`config.mk`:
```
export PLATFORM = sky130hd
export DESIGN_NAME = fcr_mac
export DESIGN_NICKNAME = d
export VERILOG_FILES = /design/src/rtl/fcr_pkg.sv /design/src/rtl/fcr_mac.sv
export SDC_FILE = /design/constraint.sdc
export NUM_CORES = 1
export LEC_CHECK = 0
export ABC_CLOCK_PERIOD_IN_PS = 19100
export BUFFER_PORTS_ARGS = -buffer_cell sky130_fd_sc_hd__buf_4
export CORE_ASPECT_RATIO = 1.75
export CORE_MARGIN = 2
export CORE_UTILIZATION = 50
export CTS_CLUSTER_DIAMETER = 80
export DETAILED_ROUTE_END_ITERATION = 6
export GPL_TIMING_DRIVEN = 0
export PLACE_DENSITY = 0.73
export SLEW_MARGIN = 10
export SYNTH_ARGS = -nofsm -noshare
export SYNTH_HDL_FRONTEND = slang
export SYNTH_SLANG_ARGS = --single-unit
```
`constraint.sdc`:
```
create_clock -name clk -period 19.1 [get_ports clk]
set_input_delay 3.82 -clock clk [delete_from_list [all_inputs] [get_ports clk]]
set_output_delay 3.82 -clock clk [all_outputs]
set_load 0.02 [all_outputs]
```
`src/rtl/fcr_pkg.sv`:
```
// fcr_pkg: shared constants, codes and types of the FIR convolution reverb.
// No dependencies; used by every other file of the block.
`timescale 1ns / 1ps
`default_nettype none
package fcr_pkg;

  localparam int SAMPLE_BITS = 16;
  localparam int COEF_BITS   = 16;
  localparam int INDEX_BITS  = 10;
  localparam int FRAC_BITS   = 15;
  localparam int PROD_BITS   = SAMPLE_BITS + COEF_BITS;

  // floor(n / 3) == (n * 43691) >> 17 for 0 <= n < 2**17
  localparam int              DIV3_BITS  = 17;
  localparam logic [16:0]     DIV3_RECIP = 17'd43691;

  localparam logic KIND_SAMPLE = 1'b0;
  localparam logic KIND_LOAD   = 1'b1;

  typedef enum logic [2:0] {
    ST_IDLE,
    ST_WRITE,
    ST_RUN,
    ST_DRAIN,
    ST_FINISH
  } state_t;

  typedef struct packed {
    logic clear;
    logic vld;
  } mac_ctl_t;

endpackage
`default_nettype wire

```
`src/rtl/fcr_mac.sv`:
```
// fcr_mac: registered multiplier, accumulator and scale/saturate of the FIR sum.
// Depends on fcr_pkg.
`timescale 1ns / 1ps
`default_nettype none
module fcr_mac #(
  parameter int ACC_W = 42
) (
  input  wire                                    clk,
  input  wire                                    rst,
  input  wire fcr_pkg::mac_ctl_t                 ctl,
  input  wire logic signed [fcr_pkg::COEF_BITS-1:0]   coef,
  input  wire logic signed [fcr_pkg::SAMPLE_BITS-1:0] data,
  output logic                                   busy,
  output logic signed [fcr_pkg::SAMPLE_BITS-1:0] y,
  output logic                                   clip
);

  localparam int SB = fcr_pkg::SAMPLE_BITS;

  logic signed [fcr_pkg::PROD_BITS-1:0] prod;
  logic                                 pvld;
  logic signed [ACC_W-1:0]              acc;
  logic signed [ACC_W-1:0]              scaled;
  logic        [ACC_W-SB:0]             upper;

  always_ff @(posedge clk) begin
    if (rst) begin
      pvld <= 1'b0;
    end else begin
      pvld <= ctl.vld;
    end
  end

  always_ff @(posedge clk) begin
    if (ctl.vld) begin
      prod <= coef * data;
    end
    if (ctl.clear) begin
      acc <= '0;
    end else if (pvld) begin
      acc <= acc + ACC_W'(prod);
    end
  end

  assign busy   = pvld;
  assign scaled = acc >>> fcr_pkg::FRAC_BITS;
  assign upper  = scaled[ACC_W-1:SB-1];
  assign clip   = !((&upper) || (~|upper));

  always_comb begin
    if (!clip) begin
      y = scaled[SB-1:0];
    end else if (scaled[ACC_W-1]) begin
      y = {1'b1, {(SB-1){1'b0}}};
    end else begin
      y = {1'b0, {(SB-1){1'b1}}};
    end
  end

endmodule
`default_nettype wire

```
== Word level (Yosys, flattened, before mapping) ==
Cells that the tools add are included.

* Word-level logic and storage cells: 12
* Output and inout port bits: 18
* Flip-flop bits (word level): 75
* Input bits: 36

* Reduce and logical (&&, ||, !) cells: 5
* Muxes and demuxes: 2
* Multipliers: 1
* Add/subtract/negate cells: 1

{| class="wikitable"
|+ Operator list
! kind !! number
|-
| $add A42 B32 Y42 || 1
|-
| $mul A16 B16 Y32 || 1
|-
| $mux W16 || 2
|-
| $reduce_and A12 Y1 || 1
|-
| $reduce_or A12 Y1 || 1
|-
| $logic_not A1 Y1 || 2
|-
| $logic_or A1 B1 Y1 || 1
|}

== Logic depth before layout (Yosys ltp) ==
Gate-level depths: netlist of run 1.

* Depth in word-level cells: 4
* Mapped depth: 24
* Gate-level depth less buffers: 23

== Least setup slack after synthesis of run 1 ==
Ideal clock, no wire load.

* Path type: input to register
* From: input coef[10] (netlist name)
* To: register prod[30] (netlist name) (data pin)
* Path slack: 9503 ps
* Required time: 18842 ps
* Path buffers: 1
* Arrival time: 9339 ps
* Library setup time: 258 ps
* Stages: 21
* Cells stage by stage: clkbuf_1 > nand2_1 > fa_1 > fa_1 > fa_1 > fa_1 > inv_1 > fa_1 > inv_1 > fa_1 > inv_1 > ha_1 > a211oi_1 > nand2_1 > a2111oi_0 > o31ai_1 > o21ai_0 > a211o_1 > o31ai_1 > a21oi_1 > xnor2_1

* Cells in the longest elaborated chain, start to end: 1

{| class="wikitable"
|+ RTL lines
! element !! line !! source
|-
| start, declared || fcr_mac.sv:11 || <nowiki>input wire logic signed [fcr_pkg::COEF_BITS-1:0] coef,</nowiki>
|-
| $mul A16 B16 Y32 || fcr_mac.sv:36 || <nowiki>prod <= coef * data;</nowiki>
|-
| end signal, assigned || fcr_mac.sv:36 ||
|-
| end, declared || fcr_mac.sv:20 || <nowiki>logic signed [fcr_pkg::PROD_BITS-1:0] prod;</nowiki>
|}

No other way between the ends.
A chain may end at the register's enable or synchronous reset.

== Final worst setup path of run 1 ==
* From: input data[15] (netlist name)
* To: register prod[30] (netlist name) (data pin)

* Cells in the longest elaborated chain, start to end: 1

{| class="wikitable"
|+ RTL lines
! element !! line !! source
|-
| start, declared || fcr_mac.sv:12 || <nowiki>input wire logic signed [fcr_pkg::SAMPLE_BITS-1:0] data,</nowiki>
|-
| $mul A16 B16 Y32 || fcr_mac.sv:36 ||
|}

No other way between the ends.

==> results of run 1 <==
-- per-layer routing --
layer / share of wire, % / track usage [%] / vias up
li1: - / - / 5384
met1: 32 / 26.6 / 5868
met3: 4.1 / 3.14 / 218
met5: 0 / 0 / -
met2: 53 / 53.4 / 448
met4: 10 / 24.0 / 0
-- sequential cells by signal (all words and copies together) (netlist names) --
| register | count |
|---|---|
| acc | 42 |
| prod | 32 |
| busy | 1 |
-- layout by cell type (no fill, tap or decap), drive strengths merged, types with 4 or more instances in the layout --
cell and instances:
a2111oi 4, a211oi 15, a21boi 4, a21o 47, a21oi 76, a31oi 6, and2 123, and3 9
and4 5, buf 58, clkbuf 66, clkinv 4, dfxtp 43, edfxtp 32, fa 263, ha 123
inv 311, mux2i 15, nand2 176, nand2b 12, nand3 19, nand4 11, nor2 76, nor2b 8
nor3 22, nor4 6, nor4b 5, o211ai 7, o21a 9, o21ai 44, o21bai 8, o31ai 9
or3 5, xnor2 40, xor2 18
-- stage by stage --
step	hold WS, ns	utilization [%]	cell area [µm²]	worst slack, ns
global route	0.507	54.5	16000	8.06
floorplan	0.445	-	14800	9.50
global placement	0.454	53.6	15700	7.90
CTS	0.470	54.5	16000	8.14
detailed placement	0.461	53.6	15700	7.79
finish	0.469	54.5	16000	8.26
-- cell type report --
class	instances	area share (%)
buffer	59	1.41
clock buffer	12	1.48
clock inverter	4	0.172
inverter	311	7.32
multi-input combinational	1204	72.7
sequential	75	11.4
tap	382	3.00
timing repair buffer	53	2.49
-- kinds of logic (layout without fill, tap and decap cells) --
family / after synthesis / after routing / synth area share, %
DFF: 75 / 75 / 12.3
buffers and inverters: 370 / 439 / 9.40
xor gates and xnor gates: 58 / 58 / 3.43
and+or+nand+nor: 485 / 485 / 16.2
AOI/OAI and AO/OA: 260 / 260 / 11.8
adders and majority gates: 386 / 386 / 45.9
muxes: 15 / 15 / 1.01
-- Yosys cell counts, types with 9 or more instances --
| library cell | instances |
|---|---|
| nand4_1 | 11 |
| mux2i_1 | 15 |
| and2_1 | 123 |
| nand3_1 | 18 |
| fa_1 | 263 |
| dfxtp_1 | 43 |
| nor3_1 | 22 |
| nor2_1 | 76 |
| o21ai_0 | 39 |
| a211oi_1 | 15 |
| a21oi_1 | 75 |
| inv_1 | 311 |
| nand2_1 | 176 |
| nand2b_1 | 12 |
| xor2_1 | 18 |
| edfxtp_1 | 32 |
| ha_1 | 123 |
| clkbuf_1 | 54 |
| a21o_1 | 45 |
| xnor2_1 | 40 |
| o21a_1 | 9 |
-- critical path: cells and delay by family --
family / cells / cell delay (ns)
fa+ha+maj: 7 / 3.36
compound gates: 8 / 2.44
buf+inv: 5 / 1.09
simple gates: 1 / 0.12
xor+xnor: 1 / 0.10
-- worst max-delay path by stage --
| stage | slack, ns | endpoint |
|---|---|---|
| 2_1_floorplan | 9.50 | prod[30] |
| 6_report | 8.26 | prod[30] |
| 3_3_place_gp | 7.90 | prod[30] |
| 3_5_place_dp | 7.79 | prod[30] |
| 5_1_grt | 8.06 | prod[30] |
| 4_1_cts | 8.14 | prod[30] |
==> results.py, run 1 <==
metrics = {
    "cells_and_area": {
        "final_cells": 2100,
        "layout-drive-gt1-share_pct": 5.01,
        "num-fill-cells": 2702,
        "nNetsFinal": 2135,
        "seqCellArea_mm2": 0.00182,
        "multiInputGateArea_mm2": 0.0116,
        "diodes": 0,
        "areaGrowthSynthToFinish_pct": 7.70,
    },
    "clock_network": {
        "clock_sinks": 75,
        "cts_resized": 0,
        "clk_path_buf_depth": 2,
        "clkLatencyLatePin_ns": 0.36,
        "htree_levels": 3,
        "clkTransAtPathRegs_ns": 0.06,
        "cts_hold_buf": 0,
        "cts_tree": "built",
        "numCtsBuffers": 9,
        "clock-root-buffer": "clkbuf_16",
        "postCtsSetupBuffers": 0,
    },
    "min_path": {
        "hold_start": "acc[12]",
        "whs_path_depth": 2,
        "hp-class": "reg -> reg",
        "hold_end": "acc[12]",
    },
    "global_routing": {
        "grt_max_degree": 34,
        "grt_pass1_wl_mm": 67.1,
        "gr-usage-all-layers_pct": 28.3,
        "globalRouteOverflowTotal": 0,
        "grt_pass1_vias": 13200,
        "antenna_found_initial": 0,
    },
    "synth": {
        "synth_ff_type": "dfxtp_1",
        "netlist.area_leader.share_pct": 35.5,
        "synth_area_leader_cell": "fa_1",
        "syn_area_mm2": 0.0148,
        "synth_cell_types": 71,
        "syn_nets": 2071,
        "syn_avg_cell_area_um2": 8.99,
        "ys_top_cells_by_area": "fa_1, ha_1, inv_1, edfxtp_1, dfxtp_1",
        "synth-seq-cells": 75,
        "async_reset_ff_share_pct": 0,
        "syn_inst": 1649,
        "synth_edf_count": 32,
        "yosys_warnings": 0,
        "yosysSeqAreaShare_pct": 12.3,
    },
    "critical_path": {
        "worst_ep_required_time_ns": 19.19,
        "r2r_setup_slack_ns": 15.44,
        "path_cells": "buf_4 > inv_1 > clkbuf_1 > nor2_1 > fa_1 > fa_1 > fa_1 > fa_1 > fa_1 > inv_1 > fa_1 > inv_1 > ha_1 > a21oi_1 > o21ai_0 > a2111oi_1 > o31ai_1 > o21ai_0 > a211o_1 > o31ai_1 > a21oi_1 > xnor2_1",
        "crit_slowest_cell": "a2111oi_1",
        "r2r_end": "acc[41]",
        "arrival_ns": 10.94,
        "worst-path-max-fanout": 10,
        "r2r-start": "prod[1]",
        "startpoint": "data[15]",
        "crit_type": "in -> reg",
        "rr_worst_depth": 10,
        "crit_path_end_kind": "flip-flop",
        "start_kind": "input port",
        "crit_top_cell": "fa_1",
        "slowest_delay_ns": 0.88,
    },
    "floorplanning": {
        "start_util_pct": 50.6,
        "rows": 83,
        "coreArea_mm2": 0.0293,
        "dieArea_mm2": 0.0311,
        "die_h_um": 232,
        "ioPinCount": 54,
        "die_x_um": 134,
    },
    "drt": {
        "routed_wl_mm": 41.6,
        "num_vias": 11900,
        "drt-pass1-iter-count": 5,
        "ant_nets": 0,
        "drc": 0,
        "viasPerCell": 5.68,
        "first_iter_violations": 810,
        "routedWlPerCell_um": 19.8,
    },
    "sta": {
        "hold_viol_final": 0,
        "skew_ns": 0.0104,
        "rsz0062_at_grt": "no",
        "finalCritPeriodShare_pct": 56.8,
        "slew_headroom_pct": 35.0,
        "worstMarginPinSlew_ns": 0.972,
        "period_needed_ns": 10.84,
        "setup_viol": 0,
        "totalNegativeSetupSlack_ns": 0,
        "finalMaxSlewViolations": 0,
        "clock.fmax_ghz": 0.0922,
    },
    "place": {
        "port_buffers": 53,
        "dp.cells": 2084,
        "place.gp.congestion": 1.01,
        "hpwl_mm": 34.8,
    },
    "job": {
        "drv_cap": 0,
    },
    "outcome": {
        "outcome": "complete, no violations",
    },
}
Power of run 1 is left out: the tool's default activity adds up to more than one toggle a clock period on the data nets, which glitch-free logic cannot reach.
==> run 2: changes to the inputs <==
ABC_CLOCK_PERIOD_IN_PS = 9750   (was 19100)
PLACE_DENSITY = 0.75   (was 0.73)
clock period = 9.75 ns   (was 19.1 ns; I/O delays follow)
==> run 2 against run 1 <==
Net effect: register-to-register slack worse by 9.2 ns; die area stayed put; worst setup slack got worse by 7.3 ns; global-route usage fell by 0.65 points; first-iteration DRC count is 31% lower; worst hold slack improved by 0.0028 ns; routed wire length down 1.9%; final area about the same; count of clock-buffer cells in the layout fell by 2; clock skew grew 0.0010 ns.
==> results.py, run 2 (synthesis gave the netlist of run 1 again) <==
metrics = {
    "critical_path": {
        "worst_ep_required_time_ns": 9.84,
        "crit_type": "in -> reg",
        "worst-path-max-fanout": 10,
        "crit_path_end_kind": "flip-flop",
        "arrival_ns": 8.93,
        "r2r_setup_slack_ns": 6.20,
        "start_kind": "input port",
    },
    "sta": {
        "finalMaxSlewViolations": 0,
        "totalNegativeSetupSlack_ns": 0,
        "skew_ns": 0.0115,
        "rsz0062_at_grt": "no",
        "finalCritPeriodShare_pct": 90.7,
        "hold_viol_final": 0,
        "clock.fmax_ghz": 0.113,
        "worstMarginPinSlew_ns": 0.932,
        "slew_headroom_pct": 37.7,
        "setup_viol": 0,
        "period_needed_ns": 8.84,
    },
    "global_routing": {
        "grt_max_degree": 34,
        "gr-usage-all-layers_pct": 27.6,
        "antenna_found_initial": 1,
        "globalRouteOverflowTotal": 0,
        "grt_pass1_vias": 13000,
        "grt_pass1_wl_mm": 65.9,
    },
    "floorplanning": {
        "start_util_pct": 50.6,
        "coreArea_mm2": 0.0293,
        "die_x_um": 134,
        "die_h_um": 232,
        "ioPinCount": 54,
        "rows": 83,
        "dieArea_mm2": 0.0311,
    },
    "drt": {
        "first_iter_violations": 560,
        "routed_wl_mm": 40.8,
        "routedWlPerCell_um": 19.4,
        "num_vias": 11800,
        "drt-pass1-iter-count": 5,
        "viasPerCell": 5.62,
        "ant_nets": 0,
        "drc": 0,
    },
    "place": {
        "place.gp.congestion": 0.956,
        "port_buffers": 53,
        "dp.cells": 2084,
        "hpwl_mm": 34.4,
    },
    "cells_and_area": {
        "multiInputGateArea_mm2": 0.0116,
        "largest_register_ff_count": 42,
        "seqCellArea_mm2": 0.00182,
        "top_register": "acc",
        "final_common_cell": "inv_1",
        "nNetsFinal": 2135,
        "final_cells": 2102,
        "areaGrowthSynthToFinish_pct": 7.78,
        "layout-drive-gt1-share_pct": 5.12,
        "num-fill-cells": 2703,
        "most-common-layout-cells": "inv_1, fa_1, nand2_1",
    },
    "clock_network": {
        "clkLatencyLatePin_ns": 0.36,
        "cts_resized": 0,
        "clk_path_buf_depth": 2,
        "htree_levels": 3,
        "numCtsBuffers": 9,
        "cts_tree": "built",
        "clock_sinks": 75,
        "cts_hold_buf": 0,
        "clock-root-buffer": "clkbuf_16",
        "clkTransAtPathRegs_ns": 0.06,
        "postCtsSetupBuffers": 0,
    },
    "outcome": {
        "outcome": "complete, no violations",
    },
    "job": {
        "drv_cap": 0,
    },
    "min_path": {
        "hp-class": "reg -> reg",
    },
}
run 2: cell count changes in the layout (fill, tap and decap cells not counted), sizes merged:
| cell | delta |
|---|---|
| clkbuf | -2 |
| clkinv | -2 |
| clkinvlp | +3 |
| diode | +2 |
| inv | +1 |
run 2: critical path: stages:
cell and delay, ns:
buf_4 0.17, inv_1 0.20, clkbuf_1 0.56, nor2_1 0.11, fa_1 0.53, fa_1 0.45
fa_1 0.58, fa_1 0.45, fa_1 0.49, inv_1 0.05, fa_1 0.48, inv_1 0.04
ha_1 0.36, a21oi_1 0.17, o21ai_0 0.21, a2111oi_1 0.85, o31ai_1 0.22, o21ai_0 0.42
a211o_1 0.25, o31ai_1 0.09, a21oi_1 0.18, xnor2_1 0.12
run 2: cell type report:
class	count	share of cell area [%]
inverters	311	7.31
plain buffers	59	1.41
flip-flops and latches	75	11.4
repair buffers	53	2.49
clock inverters	6	0.259
clock buffers	10	1.43
diodes	2	0.0313
well taps	382	2.99
multi-input cells	1204	72.7
run 2: through the flow:
stage | setup WS (ns) | hold WS (ns) | util (%) | instance area, µm²
after floorplan | 2.02 | 0.445 | - | 14800
after global placement | 0.400 | 0.457 | 53.6 | 15700
after detailed placement | 0.343 | 0.469 | 53.6 | 15700
after CTS | 0.706 | 0.479 | 54.5 | 16000
after global routing | 0.625 | 0.499 | 54.5 | 16000
final | 0.909 | 0.472 | 54.5 | 16000
run 2: worst paths after layout:
kind / from / cells past startpoint / to
setup / recovery: data[15] / 22 / prod[30]
hold / removal: acc[12] / 2 / acc[12]
setup reg to reg: prod[1] / 10 / acc[39]
hold reg to reg: acc[12] / 2 / acc[12]
run 2: layer usage:
metal	up-vias	part of all wire, %	global-route usage (%)
met5	-	0	0
met1	5808	32	26.0
met2	416	54	53.0
met4	0	9.1	21.4
met3	193	4.3	3.32
li1	5400	-	-
Power of run 2 is left out for the same reason.
==> run 3: changes to the inputs <==
CTS_BUF_LIST = sky130_fd_sc_hd__clkbuf_16   (was not set)
==> run 3 against run 2 <==
Net effect: non-clock buffer count unchanged; sequential cell count is the same; worst setup slack is the same.
==> results.py, run 3 (synthesis gave the netlist of run 1 again) <==
metrics = {
    "critical_path": {
        "start_kind": "input port",
        "rr_worst_depth": 10,
        "slowest_delay_ns": 0.85,
        "path_cells": "buf_4 > inv_1 > clkbuf_1 > nor2_1 > fa_1 > fa_1 > fa_1 > fa_1 > fa_1 > inv_1 > fa_1 > inv_1 > ha_1 > a21oi_1 > o21ai_0 > a2111oi_1 > o31ai_1 > o21ai_0 > a211o_1 > o31ai_1 > a21oi_1 > xnor2_1",
        "path_buf_inv": 5,
        "r2r_setup_slack_ns": 6.20,
        "arrival_ns": 8.93,
        "worst-path-max-fanout": 10,
        "crit_slowest_cell": "a2111oi_1",
        "r2r-start": "prod[1]",
        "crit_type": "in -> reg",
        "r2r_end": "acc[39]",
        "worst_ep_required_time_ns": 9.84,
        "crit_path_end": "prod[30]",
        "crit_path_end_kind": "flip-flop",
        "critical-path-top-delay-family": "adder cells",
        "startpoint": "data[15]",
        "crit_top_cell": "fa_1",
        "cp_num_cells": 22,
    },
    "drt": {
        "first_iter_violations": 560,
        "num_vias": 11800,
        "drt-pass1-iter-count": 5,
        "drc": 0,
        "viasPerCell": 5.62,
        "routed_wl_mm": 40.8,
        "routedWlPerCell_um": 19.4,
        "ant_nets": 0,
    },
    "sta": {
        "finalMaxSlewViolations": 0,
        "worstMarginPinSlew_ns": 0.932,
        "totalNegativeSetupSlack_ns": 0,
        "period_needed_ns": 8.84,
        "clock.fmax_ghz": 0.113,
        "finalCritPeriodShare_pct": 90.7,
        "rsz0062_at_grt": "no",
        "hold_viol_final": 0,
        "skew_ns": 0.0115,
        "setup_viol": 0,
        "setup_slack_ns": 0.909,
        "slew_headroom_pct": 37.7,
    },
    "floorplanning": {
        "ioPinCount": 54,
        "die_x_um": 134,
        "die_h_um": 232,
        "start_util_pct": 50.6,
        "coreArea_mm2": 0.0293,
        "rows": 83,
        "dieArea_mm2": 0.0311,
    },
    "clock_network": {
        "clock-root-buffer": "clkbuf_16",
        "htree_levels": 3,
        "postCtsSetupBuffers": 0,
        "clock_sinks": 75,
        "cts_resized": 0,
        "clk_path_buf_depth": 2,
        "cts_hold_buf": 0,
        "cts_tree": "built",
        "numCtsBuffers": 9,
        "clkLatencyLatePin_ns": 0.36,
        "clkTransAtPathRegs_ns": 0.06,
    },
    "cells_and_area": {
        "seqCellArea_mm2": 0.00182,
        "nNetsFinal": 2135,
        "most-common-layout-cells": "inv_1, fa_1, nand2_1",
        "num-fill-cells": 2703,
        "areaGrowthSynthToFinish_pct": 7.78,
        "fin_area_mm2": 0.0160,
        "layout-drive-gt1-share_pct": 5.12,
        "top_register": "acc",
        "final_common_cell": "inv_1",
        "largest_register_ff_count": 42,
        "multiInputGateArea_mm2": 0.0116,
        "final_cells": 2102,
    },
    "place": {
        "hpwl_mm": 34.4,
        "dp_slack_ns": 0.343,
        "place.gp.congestion": 0.956,
        "dp.cells": 2084,
        "port_buffers": 53,
        "dpl_cell_area_mm2": 0.0157,
    },
    "global_routing": {
        "antenna_found_initial": 1,
        "globalRouteOverflowTotal": 0,
        "grt_pass1_vias": 13000,
        "gr-usage-all-layers_pct": 27.6,
        "grt_pass1_wl_mm": 65.9,
        "grt_max_degree": 34,
    },
    "job": {
        "drv_cap": 0,
    },
    "outcome": {
        "outcome": "complete, no violations",
    },
    "min_path": {
        "hp-class": "reg -> reg",
    },
}
run 3: changes by cell type in the layout (fill, tap and decap cells not counted):
cell	change
inv_1	+1
clkbuf_1	-1
run 3: worst min path at each step:
| stage | slack, ns | cells after the start | startpoint | end |
|---|---|---|---|---|
| finish | 0.47 | 2 | acc[12] | acc[12] |
| global route | 0.50 | 2 | acc[12] | acc[12] |
| CTS | 0.48 | 2 | acc[4] | acc[4] |
| detailed placement | 0.47 | 2 | acc[4] | acc[4] |
| global placement | 0.46 | 2 | acc[12] | acc[12] |
| floorplan | 0.44 | 2 | acc[4] | acc[4] |
run 3: area by class of cell:
type | instances | share of cell area (%)
Multi-Input combinational cell | 1204 | 72.7
Sequential cell | 75 | 11.4
Inverter | 311 | 7.31
Tap cell | 382 | 2.99
Timing Repair Buffer | 53 | 2.49
Clock buffer | 9 | 1.41
Buffer | 59 | 1.41
Clock inverter | 7 | 0.282
Antenna cell | 2 | 0.0313
run 3: metrics by stage:
step	hold WS [ns]	util (%)
floorplan	0.445	-
global placement	0.457	53.6
detailed placement	0.469	53.6
CTS	0.479	54.5
global route	0.499	54.5
finish	0.472	54.5
run 3: tightest hold or removal path, stage by stage (launching register included):
cell	delay (ns)
dfxtp_1	0.31
nand2_1	0.06
a21oi_1	0.05
run 3: layer usage:
metal	wire length (µm)	share of wire [%]	track usage, %	vias to the layer above
li1	-	-	-	5400
met1	13200	32	26.0	5810
met2	22100	54	53.0	416
met3	1770	4.3	3.32	193
met4	3700	9.1	21.4	0
met5	0	0	0	-
Power of run 3 is left out for the same reason.
